`src/hdl/arbc_pkg.sv`:
```
// arbc_pkg: shared types, codes and constants of the address range blocklist classifier
// no dependencies; imported by arbc_ctrl, arbc_datapath and the top level
package arbc_pkg;

    localparam int          TABLE_ENTRIES_DEFAULT = 4096;
    localparam logic [15:0] LOG_INTERVAL_RESET    = 16'd60;

    typedef enum logic [1:0] {
        OP_LOAD     = 2'd0,
        OP_CLASSIFY = 2'd1,
        OP_READ     = 2'd2,
        OP_UNUSED   = 2'd3
    } op_t;

    typedef enum logic [1:0] {
        HOOK_INBOUND  = 2'd0,
        HOOK_OUTBOUND = 2'd1,
        HOOK_FORWARD  = 2'd2,
        HOOK_OTHER    = 2'd3
    } hook_t;

    typedef enum logic [1:0] {
        VERDICT_ACCEPT = 2'd0,
        VERDICT_DROP   = 2'd1,
        VERDICT_REPEAT = 2'd2,
        VERDICT_NONE   = 2'd3
    } verdict_t;

    typedef enum logic [1:0] {
        CFG_ENTRY_COUNT  = 2'd0,
        CFG_ACCEPT_MARK  = 2'd1,
        CFG_REJECT_MARK  = 2'd2,
        CFG_LOG_INTERVAL = 2'd3
    } cfg_reg_t;

    typedef enum logic [1:0] {
        SEL_IDX = 2'd0,
        SEL_SRC = 2'd1,
        SEL_DST = 2'd2
    } stat_sel_t;

    typedef enum logic [3:0] {
        ST_CLEAR,
        ST_IDLE,
        ST_DISPATCH,
        ST_LOAD,
        ST_RD_ISSUE,
        ST_RD_WAIT,
        ST_SRCH_INIT,
        ST_SRCH_ISSUE,
        ST_SRCH_CMP,
        ST_UPD_SEL,
        ST_UPD_ISSUE,
        ST_UPD_WRITE,
        ST_FINISH
    } state_t;

    // controller to datapath
    typedef struct packed {
        logic      clr_step;
        logic      capture;
        logic      load_wr;
        logic      srch_init;
        logic      srch_cmp;
        logic      upd_wr;
        logic      ehits_cap;
        logic      out_load;
        logic      phase;
        stat_sel_t stat_sel;
    } cmd_t;

    // datapath to controller
    typedef struct packed {
        op_t   op;
        hook_t hook;
        logic  srch_active;
        logic  src_found;
        logic  dst_found;
        logic  clr_done;
        logic  out_free;
    } status_t;

endpackage

```
`src/hdl/arbc_ctrl.sv`:
```
// arbc_ctrl: sequencing state machine for load, read and classify transactions
// depends on arbc_pkg
module arbc_ctrl
    import arbc_pkg::*;
(
    input  logic    aclk,
    input  logic    aresetn,
    input  logic    s_valid,
    output logic    s_ready,
    input  status_t sts,
    output cmd_t    cmd
);

    state_t state_reg, state_next;
    logic   phase_reg, phase_next;

    // state and lookup phase registers
    always_ff @(posedge aclk) begin
        if (!aresetn) begin
            state_reg <= ST_CLEAR;
            phase_reg <= 1'b0;
        end else begin
            state_reg <= state_next;
            phase_reg <= phase_next;
        end
    end

    // next state
    always_comb begin
        state_next = state_reg;
        phase_next = phase_reg;
        case (state_reg)
            ST_CLEAR: begin
                if (sts.clr_done) state_next = ST_IDLE;
            end
            ST_IDLE: begin
                if (s_valid) state_next = ST_DISPATCH;
            end
            ST_DISPATCH: begin
                case (sts.op)
                    OP_LOAD: state_next = ST_LOAD;
                    OP_READ: state_next = ST_RD_ISSUE;
                    OP_CLASSIFY: begin
                        case (sts.hook)
                            HOOK_INBOUND, HOOK_FORWARD: begin
                                phase_next = 1'b0;
                                state_next = ST_SRCH_INIT;
                            end
                            HOOK_OUTBOUND: begin
                                phase_next = 1'b1;
                                state_next = ST_SRCH_INIT;
                            end
                            default: state_next = ST_FINISH;
                        endcase
                    end
                    default: state_next = ST_FINISH;
                endcase
            end
            ST_LOAD:      state_next = ST_FINISH;
            ST_RD_ISSUE:  state_next = ST_RD_WAIT;
            ST_RD_WAIT:   state_next = ST_FINISH;
            ST_SRCH_INIT: state_next = ST_SRCH_ISSUE;
            ST_SRCH_ISSUE: begin
                if (sts.srch_active) begin
                    state_next = ST_SRCH_CMP;
                end else if (!phase_reg && sts.hook == HOOK_FORWARD) begin
                    phase_next = 1'b1;
                    state_next = ST_SRCH_INIT;
                end else begin
                    state_next = ST_UPD_SEL;
                end
            end
            ST_SRCH_CMP: state_next = ST_SRCH_ISSUE;
            ST_UPD_SEL: begin
                if (sts.src_found) begin
                    phase_next = 1'b0;
                    state_next = ST_UPD_ISSUE;
                end else if (sts.dst_found) begin
                    phase_next = 1'b1;
                    state_next = ST_UPD_ISSUE;
                end else begin
                    state_next = ST_FINISH;
                end
            end
            ST_UPD_ISSUE: state_next = ST_UPD_WRITE;
            ST_UPD_WRITE: begin
                if (!phase_reg && sts.dst_found) begin
                    phase_next = 1'b1;
                    state_next = ST_UPD_ISSUE;
                end else begin
                    state_next = ST_FINISH;
                end
            end
            ST_FINISH: begin
                if (sts.out_free) state_next = ST_IDLE;
            end
            default: state_next = ST_CLEAR;
        endcase
    end

    // commands
    always_comb begin
        cmd          = '0;
        cmd.phase    = phase_reg;
        cmd.stat_sel = SEL_IDX;
        s_ready      = 1'b0;
        case (state_reg)
            ST_CLEAR: cmd.clr_step = 1'b1;
            ST_IDLE: begin
                s_ready     = 1'b1;
                cmd.capture = s_valid;
            end
            ST_LOAD:      cmd.load_wr = 1'b1;
            ST_RD_ISSUE:  cmd.stat_sel = SEL_IDX;
            ST_RD_WAIT:   cmd.ehits_cap = 1'b1;
            ST_SRCH_INIT: cmd.srch_init = 1'b1;
            ST_SRCH_CMP:  cmd.srch_cmp = 1'b1;
            ST_UPD_ISSUE: cmd.stat_sel = phase_reg ? SEL_DST : SEL_SRC;
            ST_UPD_WRITE: cmd.upd_wr = 1'b1;
            ST_FINISH:    cmd.out_load = sts.out_free;
            default:      cmd.stat_sel = SEL_IDX;
        endcase
    end

endmodule

```
`config.mk`:
```
export PLATFORM = sky130hd
export DESIGN_NAME = arbc_ctrl
export DESIGN_NICKNAME = d
export VERILOG_FILES = /design/src/hdl/arbc_pkg.sv /design/src/hdl/arbc_ctrl.sv
export SDC_FILE = /design/constraint.sdc
export NUM_CORES = 1
export LEC_CHECK = 0
export BUFFER_PORTS_ARGS = -buffer_cell sky130_fd_sc_hd__clkbuf_2
export CORE_AREA = 2 2 39 41
export DETAILED_ROUTE_END_ITERATION = 16
export DIE_AREA = 0 0 41 43
export PLACE_DENSITY = 0.85
export SYNTH_ARGS = -nofsm -noshare
export SYNTH_HDL_FRONTEND = slang
export SYNTH_SLANG_ARGS = --single-unit
```
`constraint.sdc`:
```
create_clock -name aclk -period 1.55 [get_ports aclk]
set_input_delay 0.0775 -clock aclk [delete_from_list [all_inputs] [get_ports aclk]]
set_output_delay 0.0775 -clock aclk [all_outputs]
set_load 0.01 [all_outputs]
```
# After elaboration in Yosys (flattened, before gate mapping)
# Index checks and enable logic that the tools add are counted.
[word_totals]
elab_cells = 70
input_bits = 12
out_inout_bits = 12
regBits = 5
[op_classes]
reduce_logical = 13
n_eq_ne = 25
mux = 30
[ops]
columns = ["op", "n"]
rows = [
  ["4-bit case mux with 11 select lines", 1],
  ["4-bit two-way mux", 6],
  ["4-bit == test (second input constant)", 5],
  ["4-bit by 3-bit == test with 1-bit output (second input constant)", 4],
  ["1-bit two-way mux", 15],
  ["2-bit != test (second input constant)", 7],
  ["4-bit case mux with 3 select lines", 1],
  ["3-bit two-way mux", 3],
  ["4-bit by 2-bit == test with 1-bit output (second input constant)", 2],
  ["7-bit AND reduction", 1],
  ["3-bit != test (second input constant)", 2],
  ["2-bit OR reduction", 3],
  ["2-bit by 1-bit == test with 1-bit output (second input constant)", 2],
  ["2-bit == test (second input constant)", 2],
  ["4-bit by 1-bit == test with 1-bit output (second input constant)", 1],
  ["2-bit zero test", 2],
  ["4-bit zero test", 1],
  ["2-bit two-way mux", 2],
  ["1-bit case mux with 4 select lines", 1],
  ["4-bit nonzero test", 1],
  ["3-bit AND reduction", 1],
  ["3-bit OR reduction", 1],
  ["1-bit logical AND", 2],
  ["1-bit case mux with 2 select lines", 1],
  ["1-bit zero test", 1],
]

# Longest topological paths before layout
[depth]
depth_word = 5
ltp_mapped = 6
ltp_nobuf = 5

# Least setup slack after synthesis
# Ideal clock, no wire load.
[synth_path]
kind = "flip-flop to flip-flop"
from = "reg state_reg[0]"
to = "reg state_reg[2]"
n_path_buf = 1
arrival_time_ns = 1.224
synth_period_minus_slack_ns = 1.283
required_time_ns = 1.491
setup_ns = 0.059
slack_ns = 0.267
path_stages_with_launch = 7
cell_sequence = "dfxtp_1 buf_4 inv_4 nand2_2 nor3_1 o21a_1 o31a_1"
[synth_via]
elab_chain_cells = 3
elab_cells_between_ends = 20
cone_classes = "15 x eq/ne; 1 x mux; 4 x reduce/logical"
[synth_rtl]
columns = ["element", "line_no", "source"]
rows = [
  ["start: declaration", "arbc_ctrl.sv:14", "state_t state_reg, state_next;"],
  ["start signal: assignment", "arbc_ctrl.sv:23", "state_reg <= state_next;"],
  ["4-bit == test, or another cell as far along", "arbc_ctrl.sv:32", "case (state_reg)"],
  ["2-bit OR reduction (no source line) / 2-bit != test (equally long branches)", "--", ""],
  ["4-bit case mux with 11 select lines / 3-bit AND reduction (equally long branches)", "--", ""],
]
# Parallel ways exist; a longest one is shown, timed or not.
# A chain may end at the register's enable or synchronous reset.

# Final worst setup path
[layout_path]
from = "reg state_reg[3]"
to = "reg phase_reg"
[layout_via]
elab_chain_cells = 3
elab_cells_between_ends = 13
cone_classes = "10 x eq/ne; 1 x mux; 2 x reduce/logical"
[layout_rtl]
columns = ["element", "line_no", "source"]
rows = [
  ["4-bit by 2-bit == test with 1-bit output, or another cell as far along", "arbc_ctrl.sv:32", ""],
  ["3-bit != test (no source line), or another cell as far along", "--", ""],
  ["7-bit AND reduction (no source line)", "--", ""],
  ["end signal: assignment", "arbc_ctrl.sv:24", "phase_reg <= phase_next;"],
  ["end: declaration", "arbc_ctrl.sv:15", "logic phase_reg, phase_next;"],
]
# Parallel ways exist; a longest one is shown, timed or not.

==> results by group <==
Yosys
  • Ys async rst share: 0
  • Most common cell in the synthesized netlist: nor2_1
  • Yosys top cell by area: dfxtp_1
  • Synthesized net count: 94
  • Yosys warns: 0
  • Synth area leaders: dfxtp_1 18%, nor2_1 7.3%, nor3_1 7.0%
  • Mapped Cells: 82
  • Syn_area_per_cell: 6.927 µm²
  • Yosys reg bits: 5
  • EDFF count, synth: 0
  • Count of different cell masters after synthesis: 36
  • Seq/Total Area, Yosys: 0.1762
  • Cell Area, Synth: 568.0 µm²
  • Share of Yosys cell area claimed by the top area cell type: 0.1762
  • Main synth FF type: dfxtp_1
  • Top cells by count, synth: 11 x nor2_1, 8 x nor3_1, 7 x nand2_1

Global route
  • Initial antenna violation count: 0
  • Global Route Usage Sum: 0.2183
  • Largest net degree at the start of global routing: 11
  • Vias in the first global route: 617
  • First-pass GRT wire length: 2.649 mm
  • GR Overflow Total: 0

Placement
  • Final HPWL DP: 1.305 mm
  • Final Wtd Congestion: 0.9284
  • Placed Cells incl. Taps: 121
  • Dpl cell area: 705.7 µm²
  • Port Buffers: 23

Timing
  • Worst Max-Slew Pin Slew: 0.3068 ns
  • Final hold vios: 0
  • Final min period: 1.440 ns
  • RSZ-0062 raised after global routing: false
  • Final Setup Violations: 0
  • Max-slew violations: 0
  • Fmax: 694.3 MHz
  • Final Skew: 0.002727 ns
  • Relative slew slack: 0.7936
  • Setup TNS: 0 ns
  • Period utilization: 0.9293

Run status
  • Status: complete, no violations

Detailed routing
  • Routed len/inst: 13.33 µm
  • Drt first-iter violations: 45
  • Final routed DRC violation total: 0
  • DRT Wirelength: 1.666 mm
  • Vias per cell: 5.928
  • First drt pass iteration count: 6
  • Routed Antenna Nets: 0
  • Via count: 741

Critical path
  • Critical Path RT: 1.70 ns
  • Worst-path fanout max: 8
  • Crit Path Class: reg2reg
  • Element type at the critical path end: flip-flop
  • Crit path launch type: flip-flop
  • Crit path DAT: 1.59 ns

CTS
  • CTS tree: done
  • CTS buffer count: 3
  • Bufs on Longest Clock Path: 2
  • Worst-Skew Late Latency: 0.23 ns
  • Clk slew on worst S/H paths: 0.04 ns
  • Sink Count: 5
  • Root Buffer: clkbuf_4
  • Setup Buffers After CTS: 0
  • Hold Buf Count CTS: 0
  • H-tree depth: 1

Cells and area
  • Fin cells: 125
  • Share of layout cells above drive strength 1: 0.3486
  • Fill count: 134
  • Antenna Cells: 0
  • Area of the multi-input gates: 424.2 µm²
  • Flip-flop and latch area: 102.6 µm²
  • Final instance area: 739.5 µm²
  • Max reg flops: 4
  • Net count, final: 122
  • Layout area overhead: 30.18%

Floorplan
  • Rows: 14
  • DIE AREA: 1763 µm²
  • Die X-Extent: 41 µm
  • Initial core utilization: 0.4105
  • Core Region: 1384 µm²
  • # IOs: 24
  • Die H: 43 µm

Power
  • Peak VDD IR: 687.7 µV
  • Leakage: 0.3396 nW
  • PwrDens: 1558 nW/µm²

Flow run
  • Max cap viols: 0

Hold path
  • Hold Crit Class: in2reg
## logic make-up after synthesis
group / after synthesis / synth area share
compound gates: 27 / 0.3326
xor+xnor: 1 / 0.01542
buf+inv: 8 / 0.08591
flops: 5 / 0.1762
mux: 2 / 0.03524
simple gates: 39 / 0.3547
## critical path, cell delays in order (launching register included)
cell and delay (ns):
dfxtp_1 0.49, nand2b_4 0.22, or2_1 0.14, o21ai_0 0.11
o211ai_2 0.18, mux2i_1 0.21
## routing by layer
| metal | global-route usage | wire, µm | up-vias |
|---|---|---|---|
| met5 | 0 | 0 | - |
| met4 | 0.1133 | 9 | 0 |
| met3 | 0.03665 | 136 | 2 |
| met2 | 0.3344 | 825 | 44 |
| met1 | 0.2783 | 694 | 336 |
| li1 | - | - | 359 |
## cells in the final DEF, fill, tap and decap left out
cell type	n
inv_1	2
o2111ai_1	1
o31ai_1	2
a31oi_1	1
mux2i_1	2
nand2b_4	1
or2_1	1
o21ba_1	1
nor3b_1	1
o31a_1	1
o211ai_1	1
o21bai_1	1
o21a_1	2
o21ai_0	5
nor4_1	2
a311oi_1	1
nor2_1	11
nor3_2	1
nand3b_1	1
nand2b_1	3
nor3_1	7
a21oi_1	3
nand2_1	7
o211ai_2	1
clkbuf_2	23
a21o_1	2
clkbuf_1	1
inv_4	1
dfxtp_2	2
o21ai_1	1
clkbuf_4	3
o22ai_1	1
xnor2_1	1
nand2_2	1
and2_1	2
buf_4	5
dfxtp_1	3
and4_1	1
a22oi_1	2
a211oi_1	1
## power breakdown
group | switching (mW) | internal, mW
Combinational | 0.395 | 0.326
Sequential | 0.110 | 0.177
Clock | 0.0461 | 0.0968
Total | 0.551 | 0.600
## what timing repair did
item | CTS | global route
pin swaps | 0 | 0
cloned | 0 | 0
gates resized for setup | 1 | 2
endpoints found under the setup margin | 1 | 1
## cell type report
cell class,count,share of cell area
Multi-Input combinational cell,69,0.5736
Clock buffer,4,0.03553
Tap cell,16,0.02707
Sequential cell,5,0.1387
Timing Repair Buffer,28,0.2064
Inverter,3,0.01861
## through the flow
stage | utilization | hold slack [ns] | worst slack [ns] | power [mW]
global placement | 0.5099 | 0.3736 | 0.1092 | 0.9642
CTS | 0.5298 | 0.1200 | 0.05522 | 1.133
global route | 0.5344 | 0.1414 | 0.009120 | 1.244
detailed placement | 0.5099 | 0.3751 | 0.02693 | 0.9780
finish | 0.5344 | 0.1301 | 0.1096 | 1.152
floorplan | - | 0.1950 | 0.2666 | 0.7602
## final timing paths
check	start	endpoint	slack (ns)	depth (start not counted)
worst max register to register	state_reg[3]	phase_reg	0.11	5
worst min-delay path	aresetn	state_reg[2]	0.13	2
worst min register to register	phase_reg	phase_reg	0.55	2
worst max-delay path	state_reg[3]	phase_reg	0.11	5
No activity file was read; power rests on OpenSTA's default activity.
